===== src/hdl/bdh_pkg.sv =====
`timescale 1ns / 1ps

package bdh_pkg;

  localparam int NUM_BUTTONS_DEF = 4;
  localparam int TIME_BITS_DEF   = 32;

  // Buttons visible on the result beat (fixed by the result field widths)
  localparam int OUT_BUTTONS = 4;

  localparam int NOW_W     = 32;
  localparam int RAW_W     = 4;
  localparam int CFG_W     = 16;
  localparam int CFG_IDX_W = 2;

  localparam logic [CFG_IDX_W-1:0] REG_DEBOUNCE    = 2'd0;
  localparam logic [CFG_IDX_W-1:0] REG_HOLD        = 2'd1;
  localparam logic [CFG_IDX_W-1:0] REG_EDGE_WINDOW = 2'd2;

  localparam logic [CFG_W-1:0] DEBOUNCE_RST    = 16'd50;
  localparam logic [CFG_W-1:0] HOLD_RST        = 16'd1000;
  localparam logic [CFG_W-1:0] EDGE_WINDOW_RST = 16'd200;

  typedef enum logic [1:0] {
    EV_NONE     = 2'd0,
    EV_PRESSED  = 2'd1,
    EV_RELEASED = 2'd2,
    EV_HELD     = 2'd3
  } event_t;

  typedef struct packed {
    logic [CFG_W-1:0] debounce_ms;
    logic [CFG_W-1:0] hold_ms;
    logic [CFG_W-1:0] edge_window_ms;
  } cfg_t;

  typedef struct packed {
    logic   pressed;
    logic   press_edge;
    logic   release_edge;
    logic   held;
    logic   recent;
    event_t ev;
  } btn_status_t;

endpackage


===== src/hdl/bdh_button.sv =====
`timescale 1ns / 1ps

// One button: debounce, press/hold tracking, event code for the current beat.
module bdh_button #(
  parameter int TIME_BITS = bdh_pkg::TIME_BITS_DEF
) (
  input  logic                 clk,
  input  logic                 rst,
  input  logic                 upd,
  input  logic [TIME_BITS-1:0] now,
  input  logic                 level,
  input  bdh_pkg::cfg_t        cfg,
  output bdh_pkg::btn_status_t status
);

  logic                 last_raw;
  logic [TIME_BITS-1:0] change_time;
  logic                 pressed;
  logic [TIME_BITS-1:0] press_start;
  logic                 held;

  logic                 last_raw_next;
  logic [TIME_BITS-1:0] change_time_next;
  logic                 pressed_next;
  logic [TIME_BITS-1:0] press_start_next;
  logic                 held_next;
  logic                 press_edge;
  logic                 release_edge;
  logic                 stable;
  logic                 want;
  logic                 recent;

  always_comb begin
    last_raw_next    = level;
    change_time_next = (level != last_raw) ? now : change_time;
    stable           = (now - change_time_next) > TIME_BITS'(cfg.debounce_ms);
    want             = ~level;

    pressed_next     = pressed;
    press_start_next = press_start;
    held_next        = held;
    press_edge       = 1'b0;
    release_edge     = 1'b0;

    if (stable) begin
      if (want && !pressed) begin
        pressed_next     = 1'b1;
        press_start_next = now;
        held_next        = 1'b0;
        press_edge       = 1'b1;
      end else if (!want && pressed) begin
        pressed_next = 1'b0;
        held_next    = 1'b0;
        release_edge = 1'b1;
      end else if (want && pressed) begin
        if ((now - press_start) > TIME_BITS'(cfg.hold_ms)) begin
          held_next = 1'b1;
        end
      end
    end

    recent = press_edge ||
             (pressed_next && ((now - press_start_next) < TIME_BITS'(cfg.edge_window_ms)));

    status.pressed      = pressed_next;
    status.press_edge   = press_edge;
    status.release_edge = release_edge;
    status.held         = held_next;
    status.recent       = recent;
    if (recent) begin
      status.ev = bdh_pkg::EV_PRESSED;
    end else if (release_edge) begin
      status.ev = bdh_pkg::EV_RELEASED;
    end else if (held_next) begin
      status.ev = bdh_pkg::EV_HELD;
    end else begin
      status.ev = bdh_pkg::EV_NONE;
    end
  end

  always_ff @(posedge clk) begin
    if (rst) begin
      last_raw    <= 1'b1;
      change_time <= '0;
      pressed     <= 1'b0;
      press_start <= '0;
      held        <= 1'b0;
    end else if (upd) begin
      last_raw    <= last_raw_next;
      change_time <= change_time_next;
      pressed     <= pressed_next;
      press_start <= press_start_next;
      held        <= held_next;
    end
  end

endmodule


===== src/hdl/button_debounce_hold_detector_core.sv =====
`timescale 1ns / 1ps

// Debouncer with long-press detection for active-low push buttons.
//
// Input stream (s_*): one beat per sample, a millisecond timestamp plus the
// raw pin levels (0 = pressed). Output stream (m_*): one beat per sample with
// the debounced pressed, edge, held and recent-press masks, an any-pressed
// flag and a 2-bit event code per button (pressed, released, held, none).
// Configuration (cfg_*): index 0 debounce time, 1 hold time, 2 recent-press
// window, all in ms; cfg_ready is always high. Write only while idle.
//
// Path: a sample accepted into the input register moves into the result
// register, presented on m_*, as soon as the result register is free.
// Throughput: one sample per cycle while m_tready allows; the whole per-button
// update (subtract and compare against the thresholds) sits between the input
// and result registers, and the button state is updated in the same cycle.
// Stall: the result register holds while m_tready is low; the input register
// takes one more beat, then s_tready drops until the result is taken.
// Reset: synchronous, clears both stage valids, the button state (all
// released) and loads the default thresholds 50 / 1000 / 200 ms.
module button_debounce_hold_detector_core #(
  parameter int NUM_BUTTONS = bdh_pkg::NUM_BUTTONS_DEF,
  parameter int TIME_BITS   = bdh_pkg::TIME_BITS_DEF
) (
  input  logic        clk,
  input  logic        rst,
  // s_tdata, from bit 0: now_ms[31:0], raw_levels[3:0], zero pad to 40 bits
  input  logic        s_tvalid,
  output logic        s_tready,
  input  logic [39:0] s_tdata,
  // m_tdata, from bit 0: pressed_mask[3:0], press_edge_mask[3:0],
  // release_edge_mask[3:0], held_mask[3:0], recent_press_mask[3:0],
  // any_pressed, event_up[1:0], event_down[1:0], event_select[1:0],
  // event_back[1:0], zero pad to 32 bits
  output logic        m_tvalid,
  input  logic        m_tready,
  output logic [31:0] m_tdata,
  input  logic        cfg_valid,
  output logic        cfg_ready,
  input  logic [bdh_pkg::CFG_IDX_W-1:0] cfg_index,
  input  logic [bdh_pkg::CFG_W-1:0]     cfg_data
);

  localparam int NOUT = bdh_pkg::OUT_BUTTONS;

  // Configuration registers
  bdh_pkg::cfg_t cfg;

  assign cfg_ready = 1'b1;

  always_ff @(posedge clk) begin
    if (rst) begin
      cfg.debounce_ms    <= bdh_pkg::DEBOUNCE_RST;
      cfg.hold_ms        <= bdh_pkg::HOLD_RST;
      cfg.edge_window_ms <= bdh_pkg::EDGE_WINDOW_RST;
    end else if (cfg_valid) begin
      case (cfg_index)
        bdh_pkg::REG_DEBOUNCE:    cfg.debounce_ms    <= cfg_data;
        bdh_pkg::REG_HOLD:        cfg.hold_ms        <= cfg_data;
        bdh_pkg::REG_EDGE_WINDOW: cfg.edge_window_ms <= cfg_data;
        default: ;
      endcase
    end
  end

  // Input register
  logic                      in_valid;
  logic [TIME_BITS-1:0]      in_now;
  logic [bdh_pkg::RAW_W-1:0] in_raw;
  logic                      adv;

  assign adv      = in_valid && (!m_tvalid || m_tready);
  assign s_tready = !in_valid || adv;

  always_ff @(posedge clk) begin
    if (rst) begin
      in_valid <= 1'b0;
    end else if (s_tready) begin
      in_valid <= s_tvalid;
    end
  end

  always_ff @(posedge clk) begin
    if (s_tvalid && s_tready) begin
      in_now <= TIME_BITS'(s_tdata[bdh_pkg::NOW_W-1:0]);
      in_raw <= s_tdata[bdh_pkg::NOW_W +: bdh_pkg::RAW_W];
    end
  end

  // Per-button logic; buttons beyond the raw field read as released
  bdh_pkg::btn_status_t status [NUM_BUTTONS];

  for (genvar i = 0; i < NUM_BUTTONS; i++) begin : g_btn
    logic level;
    if (i < bdh_pkg::RAW_W) begin : g_pin
      assign level = in_raw[i];
    end else begin : g_nopin
      assign level = 1'b1;
    end

    bdh_button #(
      .TIME_BITS(TIME_BITS)
    ) u_btn (
      .clk    (clk),
      .rst    (rst),
      .upd    (adv),
      .now    (in_now),
      .level  (level),
      .cfg    (cfg),
      .status (status[i])
    );
  end

  // Gather the first four buttons; missing ones report zero
  logic   [NOUT-1:0] pmask;
  logic   [NOUT-1:0] emask;
  logic   [NOUT-1:0] rmask;
  logic   [NOUT-1:0] hmask;
  logic   [NOUT-1:0] rcmask;
  bdh_pkg::event_t   ev [NOUT];

  for (genvar j = 0; j < NOUT; j++) begin : g_out
    if (j < NUM_BUTTONS) begin : g_used
      assign pmask[j]  = status[j].pressed;
      assign emask[j]  = status[j].press_edge;
      assign rmask[j]  = status[j].release_edge;
      assign hmask[j]  = status[j].held;
      assign rcmask[j] = status[j].recent;
      assign ev[j]     = status[j].ev;
    end else begin : g_unused
      assign pmask[j]  = 1'b0;
      assign emask[j]  = 1'b0;
      assign rmask[j]  = 1'b0;
      assign hmask[j]  = 1'b0;
      assign rcmask[j] = 1'b0;
      assign ev[j]     = bdh_pkg::EV_NONE;
    end
  end

  logic [31:0] result_next;

  assign result_next = {3'b000, ev[3], ev[2], ev[1], ev[0], |pmask,
                        rcmask, hmask, rmask, emask, pmask};

  // Result register
  always_ff @(posedge clk) begin
    if (rst) begin
      m_tvalid <= 1'b0;
    end else if (adv) begin
      m_tvalid <= 1'b1;
    end else if (m_tready) begin
      m_tvalid <= 1'b0;
    end
  end

  always_ff @(posedge clk) begin
    if (adv) begin
      m_tdata <= result_next;
    end
  end

endmodule


===== config.mk =====
export PLATFORM = sky130hd
export DESIGN_NAME = button_debounce_hold_detector_core
export DESIGN_NICKNAME = d
export VERILOG_FILES = /design/src/hdl/bdh_pkg.sv /design/src/hdl/bdh_button.sv /design/src/hdl/button_debounce_hold_detector_core.sv
export SDC_FILE = /design/constraint.sdc
export NUM_CORES = 2
export LEC_CHECK = 0
export ABC_AREA = 1
export BUFFER_PORTS_ARGS = -buffer_cell sky130_fd_sc_hd__buf_2
export CAP_MARGIN = 20
export CELL_PAD_IN_SITES_DETAIL_PLACEMENT = 1
export CELL_PAD_IN_SITES_GLOBAL_PLACEMENT = 1
export CORE_UTILIZATION = 48
export DETAILED_ROUTE_END_ITERATION = 8
export HOLD_SLACK_MARGIN = 0.03
export PLACE_DENSITY = 0.85
export SLEW_MARGIN = 0
export SYNTH_ARGS = -nofsm -noshare
export SYNTH_HDL_FRONTEND = slang
export SYNTH_HIERARCHICAL = 1
export SYNTH_SLANG_ARGS = --single-unit

===== constraint.sdc =====
create_clock -name clk -period 17.6 [get_ports clk]
set_clock_uncertainty 0.15 [all_clocks]
set_input_delay 0 -clock clk [delete_from_list [all_inputs] [get_ports clk]]
set_output_delay 0 -clock clk [all_outputs]
set_load 0.01 [all_outputs]

==> reports/qor.yml <==
status: "finished clean"
power_frac_clock_pct: 26.3
grt_pass1_vias: 53300
fin_area_um2: 50600
cts.path.max_buffers: 3
mostFrequentLayoutCells: "nand2_1, inv_1, a21oi_1"
synth_edf_count: 65
netlist_area_um2: 46000
tightest_slew_ns: 1.08
final_layout_size_suffix_gt1_share_pct: 6.82
tns_ns: 0
wl_met2_um: 86600
rsz0062_at_grt: "false"
timing.slew.headroom_pct: 27.7
drc: 0
dp_hpwl_um: 139000
ff2ff_path_depth: 55
clkSinkCount: 383
cp_slowest_cell: "buf_4"
port_buffers: 89
met1_length_um: 79600
grt_usage_pct: 39.0
drv_cap: 0
p_comb_share_pct: 50.4
drt_iter0_markers: 3999
rows: 113
dieWidth_um: 312
p_per_area_nw_per_um2: 85.6
critical-path-max-stage-delay_ns: 0.67
finalNetCount: 8278
core_um2: 95000
synthCells: 7563
grt_pass1_wl_um: 299000
worstSetupEndpointType: "flop"
synth-async-reset-ratio_pct: 0
period_minus_slack_ns: 10.75
hold_path_depth: 4
antenna_found_initial: 21
swShare_pct: 46.1
fmax_ghz: 0.0930
synth_cell_types: 62
switching_power_mw: 2.00
fin_crit_sh_pct: 61.1
routed-wl-met3_um: 14700
initial_core_util_pct: 48.4
seqPwrFrac_pct: 23.3
syn2layout_area_growth_pct: 9.85
n_fill_cell: 13400
worst_setup_path_start_kind: "flop"
path_class: "reg -> reg"
synth-main-ff-cell: "dfxtp_1"
p_total_mw: 4.33
h-tree-depth: 2
place.gp.congestion: 0.958
p_int_mw: 2.33
worst-path-max-fanout: 83
ys_seq_area_share_pct: 18.1
vdd_drop_max_uv: 88.6
post_cts_resized: 0
yosysWarnings: 6
fin_hold_ws_ns: 0.0710
syn_avg_cell_area_um2: 6.09
finalSetupViolCount: 0
cts_tree: "built"
first_pass_iters: 7
min-delay-path-class: "in -> reg"
cp.required_ns: 17.89
ys_seq_elements: 383
top_layer_used: "met5"
clk_pin_slew_ns: 0.06
p_leak_nw: 25.5
crit_path_frequent_cell: "nand2_2"
fp.dieH_um: 312
grt_max_degree: 109
slew_violations: 0
vias: 52600
dieArea_um2: 97100
clockRootBuffer: "clkbuf_16"
place_area_um2: 47600
postRouteAntennaNets: 0
critPathArrivalTime_ns: 11.04
grt.overflow.total: 0
layout_commonest_cell: "nand2_1"
wire_per_inst_um: 21.6
drt_wl_total_um: 195000
ios: 98
cts_made_buffers: 51
vias_per_cell: 5.84
worstSkewPairLatency_ns: 0.71
hold_viol_final: 0
cells by family (layout without fill, tap and decap cells):
logic type / Yosys count / after routing / synth area share [%]
xor+xnor: 221 / 221 / 4.21
compound gates: 1638 / 1638 / 19.4
flops: 383 / 383 / 18.1
fa+ha+maj: 516 / 516 / 14.2
buf+inv: 1646 / 1821 / 14.1
simple gates: 3157 / 3157 / 30.1
other cells: 2 / 12 / 0.0163
sequential cells by signal, indices dropped and copies added (netlist names), 4 cells and up:
signal,count
g_btn.u_btn/change_time,128
g_btn.u_btn/press_start,128
cfg,48
in_now,32
m_tdata,29
g_btn.u_btn/held,4
g_btn.u_btn/last_raw,4
g_btn.u_btn/pressed,4
in_raw,4
path summary, 6_finish.rpt:
check | from | end | slack, ns
setup / recovery | in_raw[0] | m_tdata[22] | 6.85
hold / removal | cfg_data[5] | cfg[21] | 0.07
setup reg to reg | in_raw[0] | m_tdata[22] | 6.85
hold reg to reg | g_btn[2].u_btn/press_start[31] | g_btn[2].u_btn/press_start[31] | 0.31
critical path: cells and delay by family, from the launching register on:
kind / cells / cell delay (ns)
AO/OA/AOI/OAI: 10 / 2.86
XOR/XNOR: 2 / 0.44
adder cells (fa/ha/maj): 5 / 1.37
buffers and inverters: 6 / 1.14
flip-flops: 1 / 0.49
AND/OR/NAND/NOR: 32 / 3.91
routing by layer:
| metal | vias up | track usage, % |
|---|---|---|
| li1 | 24800 | - |
| met1 | 25300 | 47.0 |
| met2 | 1846 | 63.4 |
| met3 | 693 | 8.15 |
| met4 | 18 | 24.1 |
| met5 | - | 0 |
cells in the mapped netlist (8+ instances only):
cell      instances  area (um^2)
nand2_4          18          203
clkbuf_1        124          465
edfxtp_1         65         1950
a21boi_0         16          120
fa_1              8          160
nand4_1          75          469
nor2_4           13          146
buf_4            29          218
a21oi_1         705         3530
xor2_1          168         1470
nand3b_1         15          113
buf_6            15          169
nand3_2          49          490
inv_1          1409         5290
o211ai_1         56          420
nor2_2           23          144
dfxtp_1         318         6370
nand2_1        1724         6470
a21o_1           11         82.6
o221ai_1         16          140
nor2_1          604         2270
o31ai_1          11         82.6
o21ai_0         652         3260
nand3_1         370         1850
nor3_1          124          621
o21a_1           21          158
o21bai_1         29          218
a31oi_1          23          144
a211oi_1         44          330
ha_1            508         6360
nor4_1           21          131
inv_2            46          173
o21ai_1          16         80.1
nand2_2          92          576
xnor2_1          53          464
power groups by stage:
stage	registers [mW]	logic, mW	clock network [mW]
2_1_floorplan	1.01	1.49	0
3_3_place_gp	1.01	1.94	0
3_5_place_dp	1.02	2.05	0
4_1_cts	1.00	2.09	1.13
5_1_grt	1.01	2.41	1.18
6_report	1.01	2.18	1.14
stage by stage:
| step | std cells | utilization (%) | setup slack, ns |
|---|---|---|---|
| floorplan | 7565 | - | 9.58 |
| global placement | 8797 | 50.1 | 8.25 |
| detailed placement | 8797 | 50.1 | 7.96 |
| CTS | 8999 | 53.1 | 7.91 |
| global route | 9008 | 53.2 | 6.50 |
| finish | 9013 | 53.2 | 6.85 |
area by class of cell:
cell class,instances,area [um^2],area share [%]
flip-flops and latches,383,8320,16.5
diodes,8,20.0,0.0396
repair buffers,265,2130,4.22
clock inverters,24,283,0.559
well taps,1265,1580,3.13
multi-input cells,5536,31300,61.8
clock buffers,70,1470,2.91
inverters,1462,5490,10.9
timing repair:
action / in CTS / in global routing
hold buffers: 108 / 0
buffers inserted: 0 / 0
hold endpoints to repair: 174 / 0
Power figures use the tool's default switching activity.
